<file path="config.mk">
export PLATFORM = sky130hd
export DESIGN_NAME = dual_range_sensor_step_judge_flat
export DESIGN_NICKNAME = d
export VERILOG_FILES = /design/src/design/drssj_pkg.sv /design/src/design/drssj_chan_if.sv /design/src/design/drssj_track.sv /design/src/design/drssj_run.sv /design/src/design/drssj_judge.sv /design/src/design/dual_range_sensor_step_judge.sv /design/src/flat_wrapper.sv
export VERILOG_INCLUDE_DIRS = /design/src /design/src/design
export SDC_FILE = /design/constraint.sdc
export NUM_CORES = 1
export LEC_CHECK = 0
export ABC_AREA = 1
export ABC_CLOCK_PERIOD_IN_PS = 1550
export BUFFER_PORTS_ARGS = -buffer_cell sky130_fd_sc_hd__buf_4
export CORE_ASPECT_RATIO = 0.9
export CORE_MARGIN = 5
export CORE_UTILIZATION = 37
export DETAILED_ROUTE_END_ITERATION = 16
export GPL_ROUTABILITY_DRIVEN = 0
export HOLD_SLACK_MARGIN = 0.02
export PLACE_DENSITY = 0.76
export SETUP_SLACK_MARGIN = 0.05
export SYNTH_ARGS = -nofsm -noshare
export SYNTH_HDL_FRONTEND = slang
export SYNTH_SLANG_ARGS = --single-unit
</file>
<file path="constraint.sdc">
create_clock -name clk -period 1.55 [get_ports clk]
set_clock_uncertainty 0.15 [all_clocks]
set_input_delay 0.0775 -clock clk [delete_from_list [all_inputs] [get_ports clk]]
set_output_delay 0.0775 -clock clk [all_outputs]
set_load 0.05 [all_outputs]
</file>
<file path="src/design/dual_range_sensor_step_judge_macros.svh">
// Assertion helpers used by dual_range_sensor_step_judge.sv.
`ifndef DUAL_RANGE_SENSOR_STEP_JUDGE_MACROS_SVH
`define DUAL_RANGE_SENSOR_STEP_JUDGE_MACROS_SVH

// Same-cycle implication, sampled on clk and held off during reset.
`define DRSSJ_ASSERT_NOW(lbl, ante, cons, msg) \
    lbl: assert property (@(posedge clk) disable iff (!rst_n) (ante) |-> (cons)) \
        else $error(msg);

// Next-cycle implication, sampled on clk and held off during reset.
`define DRSSJ_ASSERT_NEXT(lbl, ante, cons, msg) \
    lbl: assert property (@(posedge clk) disable iff (!rst_n) (ante) |=> (cons)) \
        else $error(msg);

`endif

</file>
<file path="src/design/drssj_pkg.sv">
package drssj_pkg;

    localparam int NOW_W       = 32;
    localparam int FRAME_W     = 32;
    localparam int DIST_W      = 16;
    localparam int CLASS_W     = 2;
    localparam int RUN_W       = 8;
    localparam int TIMEOUT_W   = 16;
    localparam int CFG_INDEX_W = 3;
    localparam int CFG_DATA_W  = 16;

    localparam logic [CFG_INDEX_W-1:0] CFG_ASSIST_ENABLE = 3'd0;
    localparam logic [CFG_INDEX_W-1:0] CFG_DESCEND_MODE  = 3'd1;
    localparam logic [CFG_INDEX_W-1:0] CFG_AUTO_LOWER    = 3'd2;
    localparam logic [CFG_INDEX_W-1:0] CFG_STALE_TIMEOUT = 3'd3;
    localparam logic [CFG_INDEX_W-1:0] CFG_STABLE_COUNT  = 3'd4;

    localparam logic [TIMEOUT_W-1:0] TIMEOUT_RESET = 16'd500;
    localparam logic [RUN_W-1:0]     STABLE_RESET  = 8'd1;

    localparam logic [CLASS_W-1:0] FRONT_INVALID = 2'd0;
    localparam logic [CLASS_W-1:0] FRONT_FAR     = 2'd1;
    localparam logic [CLASS_W-1:0] FRONT_NEAR    = 2'd2;
    localparam logic [CLASS_W-1:0] FRONT_EDGE    = 2'd3;

    localparam logic [CLASS_W-1:0] LEG_INVALID = 2'd0;
    localparam logic [CLASS_W-1:0] LEG_STEP    = 2'd1;
    localparam logic [CLASS_W-1:0] LEG_GROUND  = 2'd2;
    localparam logic [CLASS_W-1:0] LEG_HIGH    = 2'd3;

    localparam logic signed [DIST_W-1:0] FRONT_NEAR_LO    = 16'sd430;
    localparam logic signed [DIST_W-1:0] FRONT_NEAR_HI    = 16'sd500;
    localparam logic signed [DIST_W-1:0] FRONT_EDGE_LO    = 16'sd800;
    localparam logic signed [DIST_W-1:0] AUTO_LOWER_LO    = 16'sd950;
    localparam logic signed [DIST_W-1:0] AUTO_LOWER_HI    = 16'sd1120;
    localparam logic signed [DIST_W-1:0] DESCEND_LOWER_LO = 16'sd1650;
    localparam logic signed [DIST_W-1:0] DESCEND_LOWER_HI = 16'sd1700;
    localparam logic signed [DIST_W-1:0] LEG_STEP_LO      = 16'sd0;
    localparam logic signed [DIST_W-1:0] LEG_STEP_HI      = 16'sd449;
    localparam logic signed [DIST_W-1:0] LEG_GROUND_LO    = 16'sd450;
    localparam logic signed [DIST_W-1:0] LEG_GROUND_HI    = 16'sd800;
    localparam logic signed [DIST_W-1:0] LEG_HIGH_LO      = 16'sd801;
    localparam logic signed [DIST_W-1:0] LEG_HIGH_HI      = 16'sd1400;

    typedef struct packed {
        logic [NOW_W-1:0]         now_ms;
        logic                     front_valid;
        logic                     front_fault;
        logic signed [DIST_W-1:0] front_distance_mm;
        logic [FRAME_W-1:0]       front_frame_num;
        logic                     leg_valid;
        logic                     leg_fault;
        logic signed [DIST_W-1:0] leg_distance_mm;
        logic [FRAME_W-1:0]       leg_frame_num;
    } in_item_t;

    typedef struct packed {
        logic [CLASS_W-1:0] front_class;
        logic [CLASS_W-1:0] leg_class;
        logic               front_is_fresh;
        logic               leg_is_fresh;
        logic               suggest_climb;
        logic               suggest_descent;
        logic               suggest_edge_ready;
        logic               lower_after_climb;
        logic               lower_after_descend;
        logic               saw_high_latched;
        logic               saw_close_latched;
    } out_item_t;

    typedef struct packed {
        logic                 assist_enable;
        logic                 descend_mode;
        logic                 auto_lower_enable;
        logic [TIMEOUT_W-1:0] stale_timeout_ms;
        logic [RUN_W-1:0]     stable_count;
        logic                 clr_progress;
        logic                 clr_lower;
    } ctl_t;

endpackage

</file>
<file path="src/design/drssj_chan_if.sv">
interface drssj_chan_if #(parameter type payload_t = logic);

    logic     valid;
    logic     ready;
    payload_t payload;

    modport source (output valid, output payload, input ready);
    modport sink (input valid, input payload, output ready);

endinterface

</file>
<file path="src/design/drssj_track.sv">
module drssj_track
    import drssj_pkg::*;
#(
    parameter int TICK_WIDTH = 32
)
(
    input  logic                  clk,
    input  logic                  rst_n,
    input  logic                  step,
    input  logic [TICK_WIDTH-1:0] now,
    input  logic                  valid,
    input  logic                  fault,
    input  logic [FRAME_W-1:0]    frame,
    input  logic [TIMEOUT_W-1:0]  timeout,
    output logic                  fresh
);

    logic [FRAME_W-1:0]    last_frame_reg;
    logic [TICK_WIDTH-1:0] last_change_reg;
    logic                  changed;
    logic [TICK_WIDTH-1:0] age;

    // A new frame number restarts the age at zero on this very tick.
    assign changed = (frame != last_frame_reg);
    assign age     = changed ? '0 : (now - last_change_reg);
    assign fresh   = valid && !fault && (frame != '0) && (age <= TICK_WIDTH'(timeout));

    always_ff @(posedge clk or negedge rst_n)
    begin
        if (!rst_n)
        begin
            last_frame_reg  <= '0;
            last_change_reg <= '0;
        end
        else if (step && changed)
        begin
            last_frame_reg  <= frame;
            last_change_reg <= now;
        end
    end

endmodule

</file>
<file path="src/design/drssj_run.sv">
module drssj_run
    import drssj_pkg::*;
#(
    parameter int RUN_MAX = 255
)
(
    input  logic             clk,
    input  logic             rst_n,
    input  logic             step,
    input  logic             match,
    input  logic             clr,
    output logic [RUN_W-1:0] upd
);

    logic [RUN_W-1:0] cnt_reg;

    always_comb
    begin
        if (!match)
            upd = '0;
        else if (cnt_reg < RUN_W'(RUN_MAX))
            upd = cnt_reg + 1'b1;
        else
            upd = cnt_reg;
    end

    always_ff @(posedge clk or negedge rst_n)
    begin
        if (!rst_n)
            cnt_reg <= '0;
        else if (clr)
            cnt_reg <= '0;
        else if (step)
            cnt_reg <= upd;
    end

endmodule

</file>
<file path="src/design/drssj_judge.sv">
module drssj_judge
    import drssj_pkg::*;
#(
    parameter int RUN_MAX = 255
)
(
    input  logic                     clk,
    input  logic                     rst_n,
    input  logic                     step,
    input  ctl_t                     ctl,
    input  logic                     front_fresh,
    input  logic                     leg_fresh,
    input  logic signed [DIST_W-1:0] front_dist,
    input  logic signed [DIST_W-1:0] leg_dist,
    output out_item_t                res
);

    logic [CLASS_W-1:0] fclass;
    logic [CLASS_W-1:0] lclass;
    logic               auto_band;
    logic               descend_band;
    logic               clr_lower;
    logic               climb;
    logic [RUN_W-1:0]   near_upd;
    logic [RUN_W-1:0]   edge_upd;
    logic [RUN_W-1:0]   auto_upd;
    logic [RUN_W-1:0]   descend_upd;
    logic [RUN_W-1:0]   ground_upd;
    logic [RUN_W-1:0]   high_upd;
    logic [RUN_W-1:0]   step_upd;
    logic               high_seen_reg;
    logic               close_seen_reg;
    logic               high_seen_next;
    logic               close_seen_next;

    always_comb
    begin
        priority if (!front_fresh)
            fclass = FRONT_INVALID;
        else if (front_dist >= FRONT_EDGE_LO)
            fclass = FRONT_EDGE;
        else if (front_dist >= FRONT_NEAR_LO && front_dist <= FRONT_NEAR_HI)
            fclass = FRONT_NEAR;
        else
            fclass = FRONT_FAR;
    end

    always_comb
    begin
        priority if (!leg_fresh)
            lclass = LEG_INVALID;
        else if (leg_dist >= LEG_STEP_LO && leg_dist <= LEG_STEP_HI)
            lclass = LEG_STEP;
        else if (leg_dist >= LEG_GROUND_LO && leg_dist <= LEG_GROUND_HI)
            lclass = LEG_GROUND;
        else if (leg_dist >= LEG_HIGH_LO && leg_dist <= LEG_HIGH_HI)
            lclass = LEG_HIGH;
        else
            lclass = LEG_INVALID;
    end

    assign auto_band    = front_fresh && front_dist >= AUTO_LOWER_LO
                          && front_dist <= AUTO_LOWER_HI;
    assign descend_band = front_fresh && front_dist >= DESCEND_LOWER_LO
                          && front_dist <= DESCEND_LOWER_HI;

    // The lowering runs restart on a disabled tick and on progress or auto-lower writes.
    assign clr_lower = (step && !ctl.assist_enable) || ctl.clr_progress || ctl.clr_lower;
    assign climb     = !ctl.descend_mode;

    drssj_run #(.RUN_MAX(RUN_MAX)) u_near_run (
        .clk(clk), .rst_n(rst_n), .step(step), .match(fclass == FRONT_NEAR),
        .clr(1'b0), .upd(near_upd)
    );

    drssj_run #(.RUN_MAX(RUN_MAX)) u_edge_run (
        .clk(clk), .rst_n(rst_n), .step(step), .match(fclass == FRONT_EDGE),
        .clr(1'b0), .upd(edge_upd)
    );

    drssj_run #(.RUN_MAX(RUN_MAX)) u_auto_lower_run (
        .clk(clk), .rst_n(rst_n), .step(step), .match(auto_band),
        .clr(clr_lower), .upd(auto_upd)
    );

    drssj_run #(.RUN_MAX(RUN_MAX)) u_descend_lower_run (
        .clk(clk), .rst_n(rst_n), .step(step), .match(descend_band),
        .clr(clr_lower), .upd(descend_upd)
    );

    drssj_run #(.RUN_MAX(RUN_MAX)) u_ground_run (
        .clk(clk), .rst_n(rst_n), .step(step), .match(lclass == LEG_GROUND),
        .clr(1'b0), .upd(ground_upd)
    );

    drssj_run #(.RUN_MAX(RUN_MAX)) u_high_run (
        .clk(clk), .rst_n(rst_n), .step(step), .match(lclass == LEG_HIGH),
        .clr(1'b0), .upd(high_upd)
    );

    drssj_run #(.RUN_MAX(RUN_MAX)) u_step_run (
        .clk(clk), .rst_n(rst_n), .step(step), .match(lclass == LEG_STEP),
        .clr(1'b0), .upd(step_upd)
    );

    assign high_seen_next  = ctl.assist_enable
                             && (high_seen_reg || high_upd >= ctl.stable_count);
    assign close_seen_next = ctl.assist_enable
                             && (close_seen_reg || ground_upd >= ctl.stable_count
                                 || step_upd >= ctl.stable_count);

    always_ff @(posedge clk or negedge rst_n)
    begin
        if (!rst_n)
        begin
            high_seen_reg  <= 1'b0;
            close_seen_reg <= 1'b0;
        end
        else if (ctl.clr_progress)
        begin
            high_seen_reg  <= 1'b0;
            close_seen_reg <= 1'b0;
        end
        else if (step)
        begin
            high_seen_reg  <= high_seen_next;
            close_seen_reg <= close_seen_next;
        end
    end

    always_comb
    begin
        res.front_class          = fclass;
        res.leg_class            = lclass;
        res.front_is_fresh       = front_fresh;
        res.leg_is_fresh         = leg_fresh;
        res.suggest_climb        = ctl.assist_enable && climb
                                   && near_upd >= ctl.stable_count;
        res.suggest_descent      = ctl.assist_enable && !climb
                                   && auto_upd >= ctl.stable_count;
        res.suggest_edge_ready   = ctl.assist_enable && edge_upd >= ctl.stable_count;
        res.lower_after_climb    = ctl.assist_enable && ctl.auto_lower_enable && climb
                                   && auto_upd >= ctl.stable_count;
        res.lower_after_descend  = ctl.assist_enable && ctl.auto_lower_enable && !climb
                                   && descend_upd >= ctl.stable_count;
        res.saw_high_latched     = high_seen_next;
        res.saw_close_latched    = close_seen_next;
    end

endmodule

</file>
<file path="src/design/dual_range_sensor_step_judge.sv">
// A tick accepted into the input register is judged into the result register once the latter
// is free (empty, or its result being taken), then offered on result until it transfers.
// Throughput: one tick per cycle while result.ready holds; the input and result registers each
// hold one item, and the tracker and run counters update as a tick enters the result register.
// Reset (rst_n low, asynchronous): both registers empty, frame trackers, run counters and
// latches cleared, configuration back to disabled, climb mode, timeout 500 ms, stable count 1.
`include "dual_range_sensor_step_judge_macros.svh"

module dual_range_sensor_step_judge
    import drssj_pkg::*;
#(
    parameter int RUN_MAX    = 255,
    parameter int TICK_WIDTH = 32
)
(
    input  logic                   clk,
    input  logic                   rst_n,
    input  logic                   cfg_we,
    input  logic [CFG_INDEX_W-1:0] cfg_index,
    input  logic [CFG_DATA_W-1:0]  cfg_data,
    drssj_chan_if.sink             sensor,
    drssj_chan_if.source           result
);

    logic                 enable_reg;
    logic                 mode_reg;
    logic                 auto_lower_reg;
    logic [TIMEOUT_W-1:0] timeout_reg;
    logic [RUN_W-1:0]     stable_reg;
    ctl_t                 ctl;

    logic                 s1_valid_reg;
    in_item_t             s1_item_reg;
    logic                 out_valid_reg;
    out_item_t            out_item_reg;
    logic                 out_free;
    logic                 s1_advance;
    logic                 front_fresh;
    logic                 leg_fresh;
    out_item_t            res;

    always_ff @(posedge clk or negedge rst_n)
    begin
        if (!rst_n)
        begin
            enable_reg     <= 1'b0;
            mode_reg       <= 1'b0;
            auto_lower_reg <= 1'b0;
            timeout_reg    <= TIMEOUT_RESET;
            stable_reg     <= STABLE_RESET;
        end
        else if (cfg_we)
        begin
            unique case (cfg_index)
                CFG_ASSIST_ENABLE: enable_reg     <= cfg_data[0];
                CFG_DESCEND_MODE:  mode_reg       <= cfg_data[0];
                CFG_AUTO_LOWER:    auto_lower_reg <= cfg_data[0];
                CFG_STALE_TIMEOUT: timeout_reg    <= cfg_data[TIMEOUT_W-1:0];
                CFG_STABLE_COUNT:  stable_reg     <= cfg_data[RUN_W-1:0];
                default:           ;
            endcase
        end
    end

    always_comb
    begin
        ctl.assist_enable     = enable_reg;
        ctl.descend_mode      = mode_reg;
        ctl.auto_lower_enable = auto_lower_reg;
        ctl.stale_timeout_ms  = timeout_reg;
        ctl.stable_count      = stable_reg;
        // Only a write that actually changes enable or mode restarts progress.
        ctl.clr_progress      = cfg_we
                                && ((cfg_index == CFG_ASSIST_ENABLE && cfg_data[0] != enable_reg)
                                    || (cfg_index == CFG_DESCEND_MODE && cfg_data[0] != mode_reg));
        ctl.clr_lower         = cfg_we && (cfg_index == CFG_AUTO_LOWER);
    end

    assign out_free     = !out_valid_reg || result.ready;
    assign s1_advance   = s1_valid_reg && out_free;
    assign sensor.ready = !s1_valid_reg || out_free;

    always_ff @(posedge clk or negedge rst_n)
    begin
        if (!rst_n)
            s1_valid_reg <= 1'b0;
        else if (sensor.valid && sensor.ready)
            s1_valid_reg <= 1'b1;
        else if (s1_advance)
            s1_valid_reg <= 1'b0;
    end

    always_ff @(posedge clk)
    begin
        if (sensor.valid && sensor.ready)
            s1_item_reg <= sensor.payload;
    end

    drssj_track #(.TICK_WIDTH(TICK_WIDTH)) u_front_track (
        .clk     (clk),
        .rst_n   (rst_n),
        .step    (s1_advance),
        .now     (s1_item_reg.now_ms[TICK_WIDTH-1:0]),
        .valid   (s1_item_reg.front_valid),
        .fault   (s1_item_reg.front_fault),
        .frame   (s1_item_reg.front_frame_num),
        .timeout (timeout_reg),
        .fresh   (front_fresh)
    );

    drssj_track #(.TICK_WIDTH(TICK_WIDTH)) u_leg_track (
        .clk     (clk),
        .rst_n   (rst_n),
        .step    (s1_advance),
        .now     (s1_item_reg.now_ms[TICK_WIDTH-1:0]),
        .valid   (s1_item_reg.leg_valid),
        .fault   (s1_item_reg.leg_fault),
        .frame   (s1_item_reg.leg_frame_num),
        .timeout (timeout_reg),
        .fresh   (leg_fresh)
    );

    drssj_judge #(.RUN_MAX(RUN_MAX)) u_judge (
        .clk         (clk),
        .rst_n       (rst_n),
        .step        (s1_advance),
        .ctl         (ctl),
        .front_fresh (front_fresh),
        .leg_fresh   (leg_fresh),
        .front_dist  (s1_item_reg.front_distance_mm),
        .leg_dist    (s1_item_reg.leg_distance_mm),
        .res         (res)
    );

    always_ff @(posedge clk or negedge rst_n)
    begin
        if (!rst_n)
            out_valid_reg <= 1'b0;
        else if (s1_advance)
            out_valid_reg <= 1'b1;
        else if (result.ready)
            out_valid_reg <= 1'b0;
    end

    always_ff @(posedge clk)
    begin
        if (s1_advance)
            out_item_reg <= res;
    end

    assign result.valid   = out_valid_reg;
    assign result.payload = out_item_reg;

    `DRSSJ_ASSERT_NEXT(a_disabled_flags_low, s1_advance && !enable_reg,
        !out_item_reg.suggest_climb && !out_item_reg.suggest_descent
        && !out_item_reg.suggest_edge_ready && !out_item_reg.saw_high_latched
        && !out_item_reg.saw_close_latched, "flag raised while assist is disabled")
    `DRSSJ_ASSERT_NOW(a_mode_exclusive, out_valid_reg,
        !(out_item_reg.suggest_climb && out_item_reg.suggest_descent)
        && !(out_item_reg.lower_after_climb && out_item_reg.lower_after_descend),
        "climb and descend decisions raised together")
    `DRSSJ_ASSERT_NOW(a_ready_when_empty, !out_valid_reg, sensor.ready,
        "input stalled while the result register is empty")
    `DRSSJ_ASSERT_NEXT(a_stage_holds, s1_valid_reg && !s1_advance, s1_valid_reg,
        "input register dropped a tick that did not advance")

endmodule
</file>
<file path="src/flat_wrapper.sv">
// flat-port wrapper written by rule: the top's interface ports become plain ports
module dual_range_sensor_step_judge_flat import drssj_pkg::*;
#(
    parameter int RUN_MAX    = 255,
    parameter int TICK_WIDTH = 32
)
  (clk, rst_n, cfg_we, cfg_index, cfg_data, sensor_valid, sensor_payload, sensor_ready, result_valid, result_payload, result_ready);
  drssj_chan_if sensor_i ();
  drssj_chan_if result_i ();
  input  logic clk;
  input  logic rst_n;
  input  logic cfg_we;
  input  logic [CFG_INDEX_W-1:0] cfg_index;
  input  logic [CFG_DATA_W-1:0] cfg_data;
  input wire logic [$bits(sensor_i.valid)-1:0] sensor_valid;
  input wire logic [$bits(sensor_i.payload)-1:0] sensor_payload;
  output wire logic [$bits(sensor_i.ready)-1:0] sensor_ready;
  output wire logic [$bits(result_i.valid)-1:0] result_valid;
  output wire logic [$bits(result_i.payload)-1:0] result_payload;
  input wire logic [$bits(result_i.ready)-1:0] result_ready;
  assign sensor_i.valid = sensor_valid;
  assign sensor_i.payload = sensor_payload;
  assign sensor_ready = sensor_i.ready;
  assign result_valid = result_i.valid;
  assign result_payload = result_i.payload;
  assign result_i.ready = result_ready;
  dual_range_sensor_step_judge #(.RUN_MAX(RUN_MAX), .TICK_WIDTH(TICK_WIDTH)) u_core (.clk(clk), .rst_n(rst_n), .cfg_we(cfg_we), .cfg_index(cfg_index), .cfg_data(cfg_data), .sensor(sensor_i), .result(result_i));
endmodule
</file>
==> results.json <==
{
  "outcome": "completed",
  "ys_types": 12,
  "numCtsBuffers": 3,
  "n_fill_cell": 149,
  "min_path_type": "primary input to async pin",
  "start_util_pct": 38.65,
  "drive_above_1_share_pct": 30.19,
  "fmax_mhz": 703.1,
  "grt_pass1_vias": 578,
  "powerDensity_nw_per_um2": 966.4,
  "vias_per_cell": 4.323,
  "avgSynthCellArea_um2": 9.321,
  "ant_nets": 0,
  "comb_power_share_pct": 24.0,
  "worst_pin_slew_ns": 0.1777,
  "dp_cells": 111,
  "grtUsageTotal_pct": 11.31,
  "largest_reg_flops": 8,
  "synth_area_leaders": "dfrtp_1 47%, mux2_2 12%, nand2_1 11%, nor2_1 6.4%, inv_1 5.8%",
  "areaGrowthSynthToFinish_pct": 55.45,
  "cts_max_level": 1,
  "clockPowerShare_pct": 26.5,
  "ir_worst_vdd_v": 0.0007147,
  "ys_ff_latch": 14,
  "p_seq_share_pct": 49.4,
  "insertedDiodeCount": 0,
  "hold_viol": 0,
  "synth_warnings": 0,
  "final_cells": 130,
  "clk_pin_slew_ns": 0.08,
  "clk_path_buf_depth": 2,
  "pin_count": 28,
  "drc": 0,
  "rsz0062_at_grt": "no",
  "port_buffers": 18,
  "fin_crit_sh_pct": 91.76,
  "cts_root_buf": "clkbuf_4",
  "yosysMostFrequentCell": "nand2_1",
  "dp_hpwl_um": 949.9,
  "relSlewSlack_pct": 88.11,
  "synth_common_cells": "19 x nand2_1, 12 x dfrtp_1, 11 x nor2_1, 10 x inv_1, 7 x mux2_2",
  "setup_viol": 0,
  "num_vias": 562,
  "p_leak_nw": 0.5036,
  "ff2ff_path_depth": 3,
  "syn_area_um2": 643.1,
  "grt_pass1_wl_um": 2256,
  "dr.pass1.iters": 4,
  "rr_startpoint": "u_core.result.valid",
  "critical_path_class": "primary input to flop",
  "synth_top_area_share_pct": 46.69,
  "crit_path_start_kind": "primary input",
  "synth-edff-count": 1,
  "switching_power_w": 0.0002626,
  "yosysTopAreaCell": "dfrtp_1",
  "cts_tree": "built",
  "wl_per_cell_um": 10.19,
  "switching_share_pct": 27.19,
  "final_nets": 132,
  "ys.flop_type": "dfrtp_1",
  "clk_latency_ns": 0.28,
  "first_iter_violations": 4,
  "reg2reg_setup_slack_ns": 0.20,
  "report.final.slew_viol_count": 0,
  "placementRows": 14,
  "cp.arrival_ns": 1.49,
  "netlist_instances": 69,
  "ys_seq_area_share_pct": 55.45,
  "die_w_um": 53.95,
  "core_um2": 1664,
  "antenna_found_initial": 0,
  "synth_nets": 94,
  "ctsResizeCount": 0,
  "critical_path_required_ns": 1.62,
  "grt_max_degree": 14,
  "endpoint_kind": "flop",
  "die_area_um2": 2673,
  "async_reset_ff_share_pct": 92.86,
  "cts.sinks": 14,
  "die_h_um": 49.55,
  "wl_um": 1325,
  "internal-power_w": 0.0007034,
  "rr_endpoint": "u_core.s1_valid_reg",
  "post_cts_buffers": 0,
  "period_minus_slack_ns": 1.422,
  "maxCapViolCount": 0,
  "worst-path-max-fanout": 2,
  "grt-ovfl-total": 0,
  "tns_ns": 0
}
==> routing by layer <==
metal | up-vias | track usage, % | part of all wire [%]
met5 | - | 0 | 0
met3 | 2 | 5.422 | 6.8
li1 | 290 | - | -
met1 | 249 | 13.37 | 45
met4 | 0 | 2.553 | 1.4
met2 | 21 | 18.15 | 47
==> power groups by stage <==
stage / logic (W) / clock network [W] / registers (W)
2_1_floorplan: 0.000111 / 0 / 0.000498
3_3_place_gp: 0.000196 / 0 / 0.000481
3_5_place_dp: 0.000204 / 0 / 0.000486
4_1_cts: 0.000235 / 0.000262 / 0.000478
5_1_grt: 0.000260 / 0.000282 / 0.000488
6_report: 0.000232 / 0.000256 / 0.000477
==> repair_timing <==
| item | CTS | global route |
|---|---|---|
| endpoints found under the hold margin | 26 | 0 |
| setup endpoints to repair | 0 | 0 |
| hold buffers | 15 | 0 |
==> layout by cell type (no fill, tap or decap), drive strengths merged, types with 2 or more instances in the layout <==
master,n
nand3,3
buf,18
nand2,19
mux2,7
dfrtp,12
nor2,11
o21ai,2
clkbuf,4
dlygate4sd3,15
inv,10
==> worst max-delay path, stage by stage <==
cell	delay, ns
dlygate4sd3_1	0.53
buf_4	0.13
inv_1	0.07
nand3_2	0.07
nand2_1	0.06
dlygate4sd3_1	0.53
==> kinds of logic (layout without fill, tap and decap cells) <==
group / Yosys count / in the layout / share of synthesized area (%)
buf+inv: 10 / 47 / 5.837
flops: 14 / 14 / 55.45
simple gates: 34 / 34 / 23.15
compound gates: 4 / 4 / 3.307
mux: 7 / 7 / 12.26
==> area by class of cell <==
| cell class | instances | area (µm²) | share of cell area (%) |
|---|---|---|---|
| sequential | 14 | 356.6 | 35.67 |
| timing repair buffer | 33 | 285.3 | 28.54 |
| multi-input combinational | 45 | 254.0 | 25.41 |
| inverter | 10 | 37.54 | 3.755 |
| clock buffer | 4 | 36.28 | 3.630 |
| tap | 24 | 30.03 | 3.004 |
==> per-stage QoR <==
stage / hold WS (ns) / power (W) / instance area (µm²) / setup WS (ns) / util, %
6_report: 0.02713 / 0.0009661 / 999.7 / 0.1278 / 60.08
5_1_grt: 0.03032 / 0.001030 / 999.7 / 0.05265 / 60.08
3_3_place_gp: -0.2219 / 0.0006773 / 813.3 / 0.3711 / 48.87
2_1_floorplan: -0.3681 / 0.0006090 / 648.1 / 0.2099 / -
4_1_cts: 0.02329 / 0.0009759 / 999.7 / 0.1244 / 60.08
3_5_place_dp: -0.2173 / 0.0006898 / 813.3 / 0.3607 / 48.87
==> how the worst max path moves through the flow <==
| stage | start | slack (ns) | endpoint |
|---|---|---|---|
| floorplan | u_core.result.valid | 0.21 | u_core.s1_valid_reg |
| global route | cfg_index[1] | 0.05 | u_core.u_judge.close_seen_reg |
| finish | result_ready | 0.13 | u_core.s1_valid_reg |
| CTS | result_ready | 0.12 | u_core.s1_valid_reg |
| global placement | u_core.stable_reg[0] | 0.37 | u_core.result.payload |
| detailed placement | u_core.stable_reg[0] | 0.36 | u_core.result.payload |
Power figures use the tool's default switching activity.
